## config.mk

```make
export PLATFORM = sky130hd
export DESIGN_NAME = chinese_wall_access_check_core
export DESIGN_NICKNAME = d
export VERILOG_FILES = /design/src/sv/cwac_pkg.sv /design/src/sv/chinese_wall_access_check_core.sv /design/src/sv/cwac_ram.sv /design/src/sv/cwac_policy.sv
export SDC_FILE = /design/constraint.sdc
export NUM_CORES = 1
export LEC_CHECK = 0
export BUFFER_PORTS_ARGS = -buffer_cell sky130_fd_sc_hd__buf_4
export CAP_MARGIN = 10
export CORE_MARGIN = 2
export CORE_UTILIZATION = 47
export CTS_CLUSTER_DIAMETER = 80
export DETAILED_ROUTE_END_ITERATION = 12
export PLACE_DENSITY_LB_ADDON = 0.12
export RECOVER_POWER = 25
export SYNTH_ARGS = -nofsm -noshare
export SYNTH_HDL_FRONTEND = slang
export SYNTH_SLANG_ARGS = --single-unit
```

## constraint.sdc

```tcl
create_clock -name clk -period 5 [get_ports clk]
set_clock_uncertainty 0.15 [all_clocks]
set_input_delay 0.25 -clock clk [delete_from_list [all_inputs] [get_ports clk]]
set_output_delay 0.25 -clock clk [all_outputs]
set_load 0.01 [all_outputs]
```

## src/sv/cwac_pkg.sv

```systemverilog
// ---------------------------------------------------------------------------
// cwac_pkg
// Shared constants and types for the chinese wall access check block:
// table sizes, command codes, register indexes and the policy result bundle.
// ---------------------------------------------------------------------------
package cwac_pkg;

  // table sizes
  localparam int SUBJECTS = 16;
  localparam int OBJECTS  = 16;
  localparam int FIRMS    = 16;
  localparam int CLASSES  = 16;

  // field widths
  localparam int CMD_W    = 2;
  localparam int ID_W     = 4;
  localparam int MAP_W    = 64;
  localparam int ROW_W    = 16;
  localparam int SUBJ_AW  = (SUBJECTS > 1) ? $clog2(SUBJECTS) : 1;
  localparam int IN_W     = 16;
  localparam int OUT_W    = 8;
  localparam int CFG_IDX_W = 1;

  // command codes
  localparam logic [CMD_W-1:0] CMD_READ  = 2'd0;
  localparam logic [CMD_W-1:0] CMD_WRITE = 2'd1;
  localparam logic [CMD_W-1:0] CMD_CLEAR = 2'd2;

  // register indexes
  localparam logic [CFG_IDX_W-1:0] REG_OBJECT_FIRM_MAP = 1'b0;
  localparam logic [CFG_IDX_W-1:0] REG_FIRM_CLASS_MAP  = 1'b1;

  // row of the history memory: read bitmap over accessed bitmap
  typedef struct packed {
    logic [ROW_W-1:0] read_firms;
    logic [ROW_W-1:0] accessed_firms;
  } row_t;

  // decision handed back from the policy unit
  typedef struct packed {
    logic grant;
    logic write_row;
    row_t row;
  } decision_t;

endpackage

```

## src/sv/chinese_wall_access_check_core.sv

```systemverilog
// ---------------------------------------------------------------------------
// chinese_wall_access_check_core
// Brewer-Nash chinese wall access monitor with per-subject history memory.
// ---------------------------------------------------------------------------
// Usage:
//   s_* channel takes one request item: command, subject, object.
//   m_* channel returns one item per request: granted in bit 0.
//   cfg_we/cfg_index/cfg_data write the object-to-firm map (index 0) and the
//   firm-to-class map (index 1); write them only while no request is open.
// Timing:
//   an item is taken in the idle state, which also issues the read of the
//   subject's history row; in the exec state the row is checked, written
//   back and the result register loaded once the output register is free.
//   A new item is not taken until the last one leaves the exec state, set
//   by the read then write of the single history row memory.
// Stall:
//   a finished result waits in the output register; a new item is still
//   taken, but its write-back waits until the output register is free.
// Reset:
//   rst clears both maps, the control state and the per-row valid bits, so
//   every history row reads as empty; no memory sweep is needed. s_tready
//   stays low while rst is high. A clear command drops all valid bits at
//   once when it completes.
// ---------------------------------------------------------------------------
module chinese_wall_access_check_core (
  input  logic                                clk,
  input  logic                                rst,
  // request: [1:0] command, [5:2] subject, [9:6] object, rest zero
  input  logic                                s_tvalid,
  output logic                                s_tready,
  input  logic [cwac_pkg::IN_W-1:0]           s_tdata,
  // result: [0] granted, rest zero
  output logic                                m_tvalid,
  input  logic                                m_tready,
  output logic [cwac_pkg::OUT_W-1:0]          m_tdata,
  // configuration write port
  input  logic                                cfg_we,
  input  logic [cwac_pkg::CFG_IDX_W-1:0]      cfg_index,
  input  logic [cwac_pkg::MAP_W-1:0]          cfg_data
);

  localparam logic ST_IDLE = 1'b0;
  localparam logic ST_EXEC = 1'b1;

  logic                          state;
  logic [cwac_pkg::MAP_W-1:0]    object_firm_map;
  logic [cwac_pkg::MAP_W-1:0]    firm_class_map;
  logic [cwac_pkg::SUBJECTS-1:0] row_valid;

  logic [cwac_pkg::CMD_W-1:0]    command_q;
  logic [cwac_pkg::SUBJ_AW-1:0]  subj_q;
  logic [cwac_pkg::ID_W-1:0]     firm_q;
  logic [cwac_pkg::ID_W-1:0]     class_q;
  logic                          req_ok_q;
  logic                          granted;

  logic [cwac_pkg::CMD_W-1:0]    in_command;
  logic [cwac_pkg::ID_W-1:0]     in_subject;
  logic [cwac_pkg::ID_W-1:0]     in_object;
  logic [cwac_pkg::ID_W-1:0]     in_firm;
  logic [cwac_pkg::ID_W-1:0]     in_class;
  logic                          in_req_ok;
  logic                          accept;
  logic                          exec_done;
  logic [$bits(cwac_pkg::row_t)-1:0] ram_rdata;
  cwac_pkg::row_t                row;
  cwac_pkg::decision_t           decision;

  // request fields
  assign in_command = s_tdata[1:0];
  assign in_subject = s_tdata[5:2];
  assign in_object  = s_tdata[9:6];

  // firm and class lookup from the maps
  assign in_firm  = object_firm_map[in_object*cwac_pkg::ID_W +: cwac_pkg::ID_W];
  assign in_class = firm_class_map[in_firm*cwac_pkg::ID_W +: cwac_pkg::ID_W];
  assign in_req_ok = ((in_command == cwac_pkg::CMD_READ) ||
                      (in_command == cwac_pkg::CMD_WRITE)) &&
                     (32'(in_subject) < cwac_pkg::SUBJECTS) &&
                     (32'(in_object)  < cwac_pkg::OBJECTS) &&
                     (32'(in_firm)    < cwac_pkg::FIRMS) &&
                     (32'(in_class)   < cwac_pkg::CLASSES);

  // handshake
  assign s_tready  = (state == ST_IDLE) && !rst;
  assign accept    = s_tvalid && s_tready;
  assign exec_done = (state == ST_EXEC) && (!m_tvalid || m_tready);
  assign m_tdata   = {{(cwac_pkg::OUT_W-1){1'b0}}, granted};

  // configuration registers
  always_ff @(posedge clk) begin
    if (rst) begin
      object_firm_map <= '0;
      firm_class_map  <= '0;
    end else if (cfg_we) begin
      case (cfg_index)
        cwac_pkg::REG_OBJECT_FIRM_MAP: object_firm_map <= cfg_data;
        cwac_pkg::REG_FIRM_CLASS_MAP:  firm_class_map  <= cfg_data;
        default: ;
      endcase
    end
  end

  // request capture
  always_ff @(posedge clk) begin
    if (accept) begin
      command_q <= in_command;
      subj_q    <= cwac_pkg::SUBJ_AW'(in_subject);
      firm_q    <= in_firm;
      class_q   <= in_class;
      req_ok_q  <= in_req_ok;
    end
  end

  // history row memory
  cwac_ram #(
    .WIDTH ($bits(cwac_pkg::row_t)),
    .DEPTH (cwac_pkg::SUBJECTS)
  ) u_rows (
    .clk   (clk),
    .we    (exec_done && decision.write_row),
    .waddr (subj_q),
    .wdata (decision.row),
    .re    (accept),
    .raddr (cwac_pkg::SUBJ_AW'(in_subject)),
    .rdata (ram_rdata)
  );

  // rows never written since reset or clear read as empty
  assign row = (req_ok_q && row_valid[subj_q]) ? cwac_pkg::row_t'(ram_rdata) : '0;

  cwac_policy u_policy (
    .command        (command_q),
    .req_ok         (req_ok_q),
    .firm           (firm_q),
    .firm_class     (class_q),
    .firm_class_map (firm_class_map),
    .row            (row),
    .decision       (decision)
  );

  // sequencer and row valid bits
  always_ff @(posedge clk) begin
    if (rst) begin
      state     <= ST_IDLE;
      row_valid <= '0;
    end else begin
      case (state)
        ST_IDLE: begin
          if (accept) begin
            state <= ST_EXEC;
          end
        end
        ST_EXEC: begin
          if (exec_done) begin
            state <= ST_IDLE;
            if (command_q == cwac_pkg::CMD_CLEAR) begin
              row_valid <= '0;
            end else if (decision.write_row) begin
              row_valid[subj_q] <= 1'b1;
            end
          end
        end
        default: state <= ST_IDLE;
      endcase
    end
  end

  // output register
  always_ff @(posedge clk) begin
    if (rst) begin
      m_tvalid <= 1'b0;
    end else if (exec_done) begin
      m_tvalid <= 1'b1;
    end else if (m_tready) begin
      m_tvalid <= 1'b0;
    end
  end

  always_ff @(posedge clk) begin
    if (exec_done) begin
      granted <= decision.grant;
    end
  end

endmodule

```

## src/sv/cwac_ram.sv

```systemverilog
// ---------------------------------------------------------------------------
// cwac_ram
// Generic single write port, single read port RAM with registered read data.
// ---------------------------------------------------------------------------
module cwac_ram #(
  parameter int WIDTH = 32,
  parameter int DEPTH = 16
) (
  input  logic                                   clk,
  input  logic                                   we,
  input  logic [((DEPTH > 1) ? $clog2(DEPTH) : 1)-1:0] waddr,
  input  logic [WIDTH-1:0]                       wdata,
  input  logic                                   re,
  input  logic [((DEPTH > 1) ? $clog2(DEPTH) : 1)-1:0] raddr,
  output logic [WIDTH-1:0]                       rdata
);

  logic [WIDTH-1:0] mem [DEPTH];

  // write port
  always_ff @(posedge clk) begin
    if (we) begin
      mem[waddr] <= wdata;
    end
  end

  // registered read port
  always_ff @(posedge clk) begin
    if (re) begin
      rdata <= mem[raddr];
    end
  end

endmodule

```

## src/sv/cwac_policy.sv

```systemverilog
// ---------------------------------------------------------------------------
// cwac_policy
// Chinese wall decision: builds the conflict class member set, checks the
// subject's history row and produces the grant and the updated row.
// ---------------------------------------------------------------------------
module cwac_policy (
  input  logic [cwac_pkg::CMD_W-1:0] command,
  input  logic                       req_ok,
  input  logic [cwac_pkg::ID_W-1:0]  firm,
  input  logic [cwac_pkg::ID_W-1:0]  firm_class,
  input  logic [cwac_pkg::MAP_W-1:0] firm_class_map,
  input  cwac_pkg::row_t             row,
  output cwac_pkg::decision_t        decision
);

  logic [cwac_pkg::ROW_W-1:0] members;
  logic [cwac_pkg::ROW_W-1:0] fbit;
  logic                       read_ok;
  logic                       write_ok;
  logic                       is_read;
  logic                       is_write;
  logic                       grant;

  // firms of the same conflict class, only those below the firm count
  always_comb begin
    for (int f = 0; f < cwac_pkg::ROW_W; f++) begin
      members[f] = (f < cwac_pkg::FIRMS) &&
                   (firm_class_map[f*cwac_pkg::ID_W +: cwac_pkg::ID_W] == firm_class);
    end
  end

  assign fbit = cwac_pkg::ROW_W'(1) << firm;

  // wall checks
  assign read_ok  = ((row.accessed_firms & members) == '0) ||
                    ((row.accessed_firms & fbit) != '0);
  assign write_ok = ((row.read_firms & members & ~fbit) == '0);

  assign is_read  = (command == cwac_pkg::CMD_READ);
  assign is_write = (command == cwac_pkg::CMD_WRITE);
  assign grant    = req_ok && read_ok && (is_read || (is_write && write_ok));

  // updated history row
  always_comb begin
    decision.grant               = grant;
    decision.write_row           = grant;
    decision.row.accessed_firms  = row.accessed_firms | fbit;
    decision.row.read_firms      = is_read ? (row.read_firms | fbit) : row.read_firms;
  end

endmodule

```

=== Word-level counts from Yosys, hierarchy flattened ===
Memory sizes are Yosys's and may differ from the RTL's. A register that Yosys moved wholly into a read port is not among the register bits.
Index checks and enable logic that the tools add are counted.
Widths: inputs -> output; s select.

* Register bits after elaboration: 162
* Latch bits: 0
* Memory bits (writable): 512
* Bits in read-only memories: 0
* Bits of input ports: 86
* Output and inout port bits: 10
* Word-level logic and storage cells: 86
* Memories: 1

* Add/subtract/negate cells: 0
* $mul: 0
* Divide/modulo/power cells: 0
* $lt $le $gt $ge: 2
* Equality and inequality tests: 19
* Shift-type cells: 3
* Mux-type cells: 15
* Bitwise operators: 10
* Reductions and logical operators: 25

{| class="wikitable"
|+ Memory list
! name !! depth !! bits a word !! read ports !! clocked after Yosys merged registers in !! write ports !! RTL line !! RTL
|-
| u_rows.mem || 16 || 32 || 1 || 1 || 1 || cwac_ram.sv:18 || <nowiki>logic [WIDTH-1:0] mem [DEPTH];</nowiki>
|}

{| class="wikitable"
|+ Operators with widths
! cell !! number
|-
| $shiftx 64x7->4 || 2
|-
| $and 16x16->16 || 4
|-
| $eq 4x4->1 || 16
|-
| $mux 16 || 3
|-
| $or 16x16->16 || 3
|-
| $logic_not 16->1 || 2
|-
| $mux 32 || 1
|-
| $not 16->16 || 1
|-
| $reduce_bool 16->1 || 1
|-
| $shl 1x4->16 const A || 1
|-
| $logic_and 1x1->1 || 9
|-
| $mux 1 || 8
|-
| $lt 4x5->1 const B || 1
|-
| $bmux 1 s4 || 1
|-
| $demux 1 s4 || 1
|-
| $eq 2x1->1 const B || 2
|-
| $ge 4x1->1 const B || 1
|-
| $logic_not 2->1 || 2
|-
| $logic_or 1x1->1 || 4
|-
| $reduce_and 2->1 || 2
|-
| $reduce_bool 2->1 || 2
|-
| $reduce_and 3->1 || 1
|-
| $eq 2x2->1 const B || 1
|-
| $logic_not 1->1 || 2
|-
| other kinds (2) || 3
|}

=== Longest topological paths before layout ===
* Depth in word-level cells: 13
* Mapped depth: 10
* Depth with buffers taken out: 7

=== Cells and area by module ===
Synthesis repeated with hierarchy kept, for this count alone.

* Cell total of the unflattened synthesis: 1,889
* Area, all modules: 28,820.1 sq um

{| class="wikitable"
|+ By module, submodules not included
! module !! instances !! cells an instance !! area an instance (sq um) !! seq. area each (sq um)
|-
| cwac_ram || 1 || 838 || 20,174.3 || 16,335.7
|-
| chinese_wall_access_check_core || 1 || 854 || 7,114.3 || 3,403.3
|-
| cwac_policy || 1 || 197 || 1,531.5 || 0.0
|}

=== Worst setup path before layout ===
Ideal clock, no wire load.

* Path type: reg2reg
* From: register subj_q[0] in the netlist's numbering
* To: memory u_rows.mem[15][0] (enable)
* Library setup time: 0.391 ns
* Arrival: 3.016 ns
* Required time: 4.459 ns
* Setup slack: 1.443 ns
* Stages on the path, launching flop included: 10
* Path buffers: 2
* Period minus slack after synthesis: 3.557 ns
* Cell sequence: edfxtp_1 buf_2 mux4_2 a22oi_1 a21boi_1 and3_1 o21a_1 nor3_2 buf_2 and4_1

* Word-level cells in the longest chain between the ends: 13
* Elaborated cells on any way between the ends: 19
* Classes of those cells: mux (5); bitwise (4); reduce/logical (10)

{| class="wikitable"
|+ Ends and longest elaborated chain
! item !! RTL line !! RTL
|-
| start, declared || chinese_wall_access_check_core.sv:51 || <nowiki>logic [cwac_pkg::SUBJ_AW-1:0] subj_q;</nowiki>
|-
| start signal, assigned || chinese_wall_access_check_core.sv:108 || <nowiki>subj_q <= cwac_pkg::SUBJ_AW'(in_subject);</nowiki>
|-
| $bmux 1 s4 || chinese_wall_access_check_core.sv:130 || <nowiki>assign row = (req_ok_q && row_valid[subj_q]) ? cwac_pkg::row_t'(ram_rdata) : '0;</nowiki>
|-
| $mux 1 (implied by the code) || chinese_wall_access_check_core.sv:130 ||
|-
| $logic_and 1x1->1 || chinese_wall_access_check_core.sv:130 ||
|-
| $mux 32 || chinese_wall_access_check_core.sv:130 ||
|-
| $and 16x16->16 (2 in a row) || cwac_policy.sv:37 || <nowiki>assign write_ok = ((row.read_firms & members & ~fbit) == '0);</nowiki>
|-
| $logic_not 16->1 || cwac_policy.sv:37 ||
|-
| $logic_and 1x1->1 || cwac_policy.sv:41 || <nowiki>assign grant = req_ok && read_ok && (is_read || (is_write && write_ok));</nowiki>
|-
| $logic_or 1x1->1 || cwac_policy.sv:41 ||
|-
| $logic_and 1x1->1 || cwac_policy.sv:41 ||
|-
| $logic_and 1x1->1 || chinese_wall_access_check_core.sv:121 || <nowiki>.we (exec_done && decision.write_row),</nowiki>
|-
| $mux 1 || cwac_ram.sv:22 || <nowiki>if (we) begin</nowiki>
|-
| $mux 1 (implied by the code) || cwac_ram.sv:23 || <nowiki>mem[waddr] <= wdata;</nowiki>
|-
| end, declared || cwac_ram.sv:18 ||
|}

Parallel ways exist; a longest one is shown, timed or not. The select of a mux whose other input is x is not followed.

==> impl_metrics.py <==
metrics = {
    "placed_design": {
        "hpwl_um": 40500,
        "io_buffers": 82,
        "dpl_cell_area_mm2": 0.0302,
        "gp_congestion": 0.868,
    },
    "logic_synthesis": {
        "synth_cells": 1705,
        "synth_top_flop_cell": "edfxtp_1",
        "yosysSeqAreaShare": 0.692,
        "synth_edf_count": 560,
        "async_flop_share": 0,
        "syn_area_mm2": 0.0285,
        "synth_warnings": 0,
        "ys_ff_latch": 706,
        "yosysMostFrequentCell": "edfxtp_1",
        "synth.top_cell.area_share": 0.590,
        "yosysTopAreaCell": "edfxtp_1",
        "syn-mean-instance-area_um2": 16.7,
        "ys_types": 49,
        "synth_common_cells": "560 x edfxtp_1, 294 x nand2_1, 182 x mux4_2",
        "synth_area_leaders": "edfxtp_1 59%, mux4_2 14%, dfxtp_1 10%",
    },
    "worst_setup_path": {
        "cp-start-kind": "input port",
        "max_stage_delay_ps": 1290,
        "worstRegToRegCells": 7,
        "cp_num_buf_inv": 3,
        "crit_slowest_cell": "clkbuf_4",
        "path_class": "input port to register",
        "critPathMaxFanout": 58,
        "arrival_ps": 4350,
        "crit_chain": "dlygate4sd3_1 > clkbuf_1 > clkbuf_4 > mux4_2 > mux4_2",
        "worstPathRequired_ps": 5170,
        "reg2reg_slack_ps": 890,
        "r2r_start": "subj_q[2]",
        "path_delay_family": "buffers and inverters",
        "cp-end-kind": "register",
        "path_common_cell": "mux4_2",
        "timing.rr.end": "u_rows.mem[6][11]",
        "cp-startpoint": "s_tdata[2]",
    },
    "clocking": {
        "ctsHoldBuffers": 80,
        "cts_resized": 0,
        "clockRootBuffer": "clkbuf_16",
        "post-cts-setup-buffer-count": 0,
        "htreeDepth": 3,
        "cts_buffer_depth": 3,
        "clkSinkCount": 706,
        "cts_tree": "built",
        "clk_pin_slew_ps": 60,
        "cts-buffers-inserted": 75,
        "insertion_delay_ps": 610,
    },
    "grt": {
        "grt_pass1_wl_um": 105000,
        "grt_overflow": 0,
        "gr-usage-met3": 0.0437,
        "top_usage_layer": "met2",
        "grt_max_degree": 99,
        "grt_pass1_vias": 16160,
        "grt_antenna_before_repair": 0,
        "use_met2": 0.388,
        "grt_use_total": 0.227,
        "use_met1": 0.301,
    },
    "worst_hold_path": {
        "hold_path_class": "input port to register",
        "hold_end": "firm_q[2]",
        "holdPathStages": 2,
        "min_from": "s_tdata[8]",
    },
    "layout": {
        "fillers": 4763,
        "area_growth_pct": 16.0,
        "fin_nets": 1956,
        "antenna_cells": 0,
        "seq_area_mm2": 0.0197,
        "multi_input_area_mm2": 0.00825,
        "final_area_mm2": 0.0331,
        "fin_util": 0.550,
        "drive_gt1_frac": 0.216,
    },
    "die": {
        "num_rows": 90,
        "initial_utilization": 0.474,
        "die_y_um": 250,
        "die_w_um": 250,
        "core_area_mm2": 0.0601,
        "die_area_mm2": 0.0626,
        "io-pin-count": 96,
    },
    "routing": {
        "drtAntennaViolNets": 0,
        "wl_per_cell_um": 25.9,
        "drt-initial-drc-count": 1489,
        "dr.pass1.iters": 7,
        "drcViolationCount": 0,
        "wirelength_um": 70000,
        "vias_per_cell": 5.90,
        "vias": 15975,
    },
    "power": {
        "power.density_mw_per_mm2": 370,
        "peakVddDrop_uv": 288,
        "leakage_uw": 0.0112,
    },
    "outcome": {
        "violations": "max-capacitance violations, max-slew violations",
        "status": "complete, but fails checks",
    },
    "job": {
        "maxCapViolations": 9,
    },
    "timing": {
        "hold_viol": 0,
        "fmaxAchievable_ghz": 0.239,
        "tightest_slew_ps": 3480,
        "drv_slew": 424,
        "setup_violations": 0,
        "setup_tns_ps": 0,
        "period_share": 0.838,
        "period_needed_ps": 4190,
        "rsz0062_at_grt": "false",
        "relSlewSlack": -1.32,
    },
}
==> worst reg2reg max path, stage by stage, from the launching register on <==
cell	delay (ps)
edfxtp_1	410
nor2b_1	570
a22oi_1	290
a21boi_0	340
clkbuf_1	1160
nand2_1	150
o21ai_0	160
clkbuf_1	580
==> registers in the layout, indices dropped and copies added, names as in the netlist <==
register	flops
firm_q	4
u_rows.rdata	32
class_q	4
row_valid	16
firm_class_map	64
object_firm_map	64
subj_q	4
state	1
granted	1
command_q	2
u_rows.mem	512
m_tvalid	1
req_ok_q	1
==> final cells by class <==
class | instances | area share
clock buffers | 98 | 0.0606
clock inverters | 34 | 0.00692
inverters | 6 | 0.000681
multi-input cells | 876 | 0.249
flip-flops and latches | 706 | 0.597
well taps | 782 | 0.0296
repair buffers | 205 | 0.0563
==> layer usage <==
layer  wire length [um]  vias up
met3               4330       93
met2              35500      541
met1              28900     8355
met4               1330        0
met5                  0        -
li1                   -     6986
==> logic make-up after synthesis <==
kind of cell,synth area share
XOR/XNOR,0.0197
multiplexers,0.162
AND/OR/NAND/NOR,0.0592
buffers and inverters,0.0203
other,0.000132
AO/OA/AOI/OAI,0.0463
flip-flops,0.692
==> stage by stage <==
stage | setup WS [ps] | power, uW | hold slack (ps) | instances
after global routing | 409 | 12600 | 45.0 | 2707
after floorplan | 1440 | 6970 | 199 | 1711
after CTS | 929 | 12400 | 19.6 | 2707
after global placement | 928 | 7200 | 288 | 2495
final | 812 | 12200 | 57.1 | 2707
after detailed placement | 947 | 7210 | 293 | 2495
==> where the power goes <==
group	switching [uW]	total, uW	internal [uW]
combinational	362	686	324
clock	2210	5100	2880
sequential	80.0	6440	6360
total	2660	12200	9570
==> how the worst max path moves through the flow <==
stage               slack [ps]  cells past startpoint            endpoint
floorplan                 1440                      9   u_rows.mem[15][0]
detailed placement         950                      9  u_rows.mem[12][18]
global route               410                      5     u_rows.rdata[0]
finish                     810                      5     u_rows.rdata[0]
global placement           930                      9  u_rows.mem[12][18]
CTS                        930                      9  u_rows.mem[12][17]
==> layout by cell type (no fill, tap or decap), types with 7 or more instances in the layout <==
| cell type | n |
|---|---|
| nor2_1 | 10 |
| edfxtp_1 | 560 |
| clkbuf_16 | 76 |
| a32o_1 | 19 |
| nand2_1 | 293 |
| nor2b_1 | 11 |
| dlygate4sd3_1 | 80 |
| nor4_1 | 18 |
| dfxtp_1 | 146 |
| buf_12 | 15 |
| a22o_1 | 17 |
| mux4_1 | 17 |
| conb_1 | 7 |
| mux4_2 | 182 |
| clkbuf_1 | 36 |
| and3_2 | 12 |
| a22oi_1 | 18 |
| a21oi_1 | 131 |
| clkinv_2 | 13 |
| clkinv_1 | 13 |
| buf_4 | 90 |
| xor2_1 | 64 |
No activity file was read; power rests on OpenSTA's default activity.
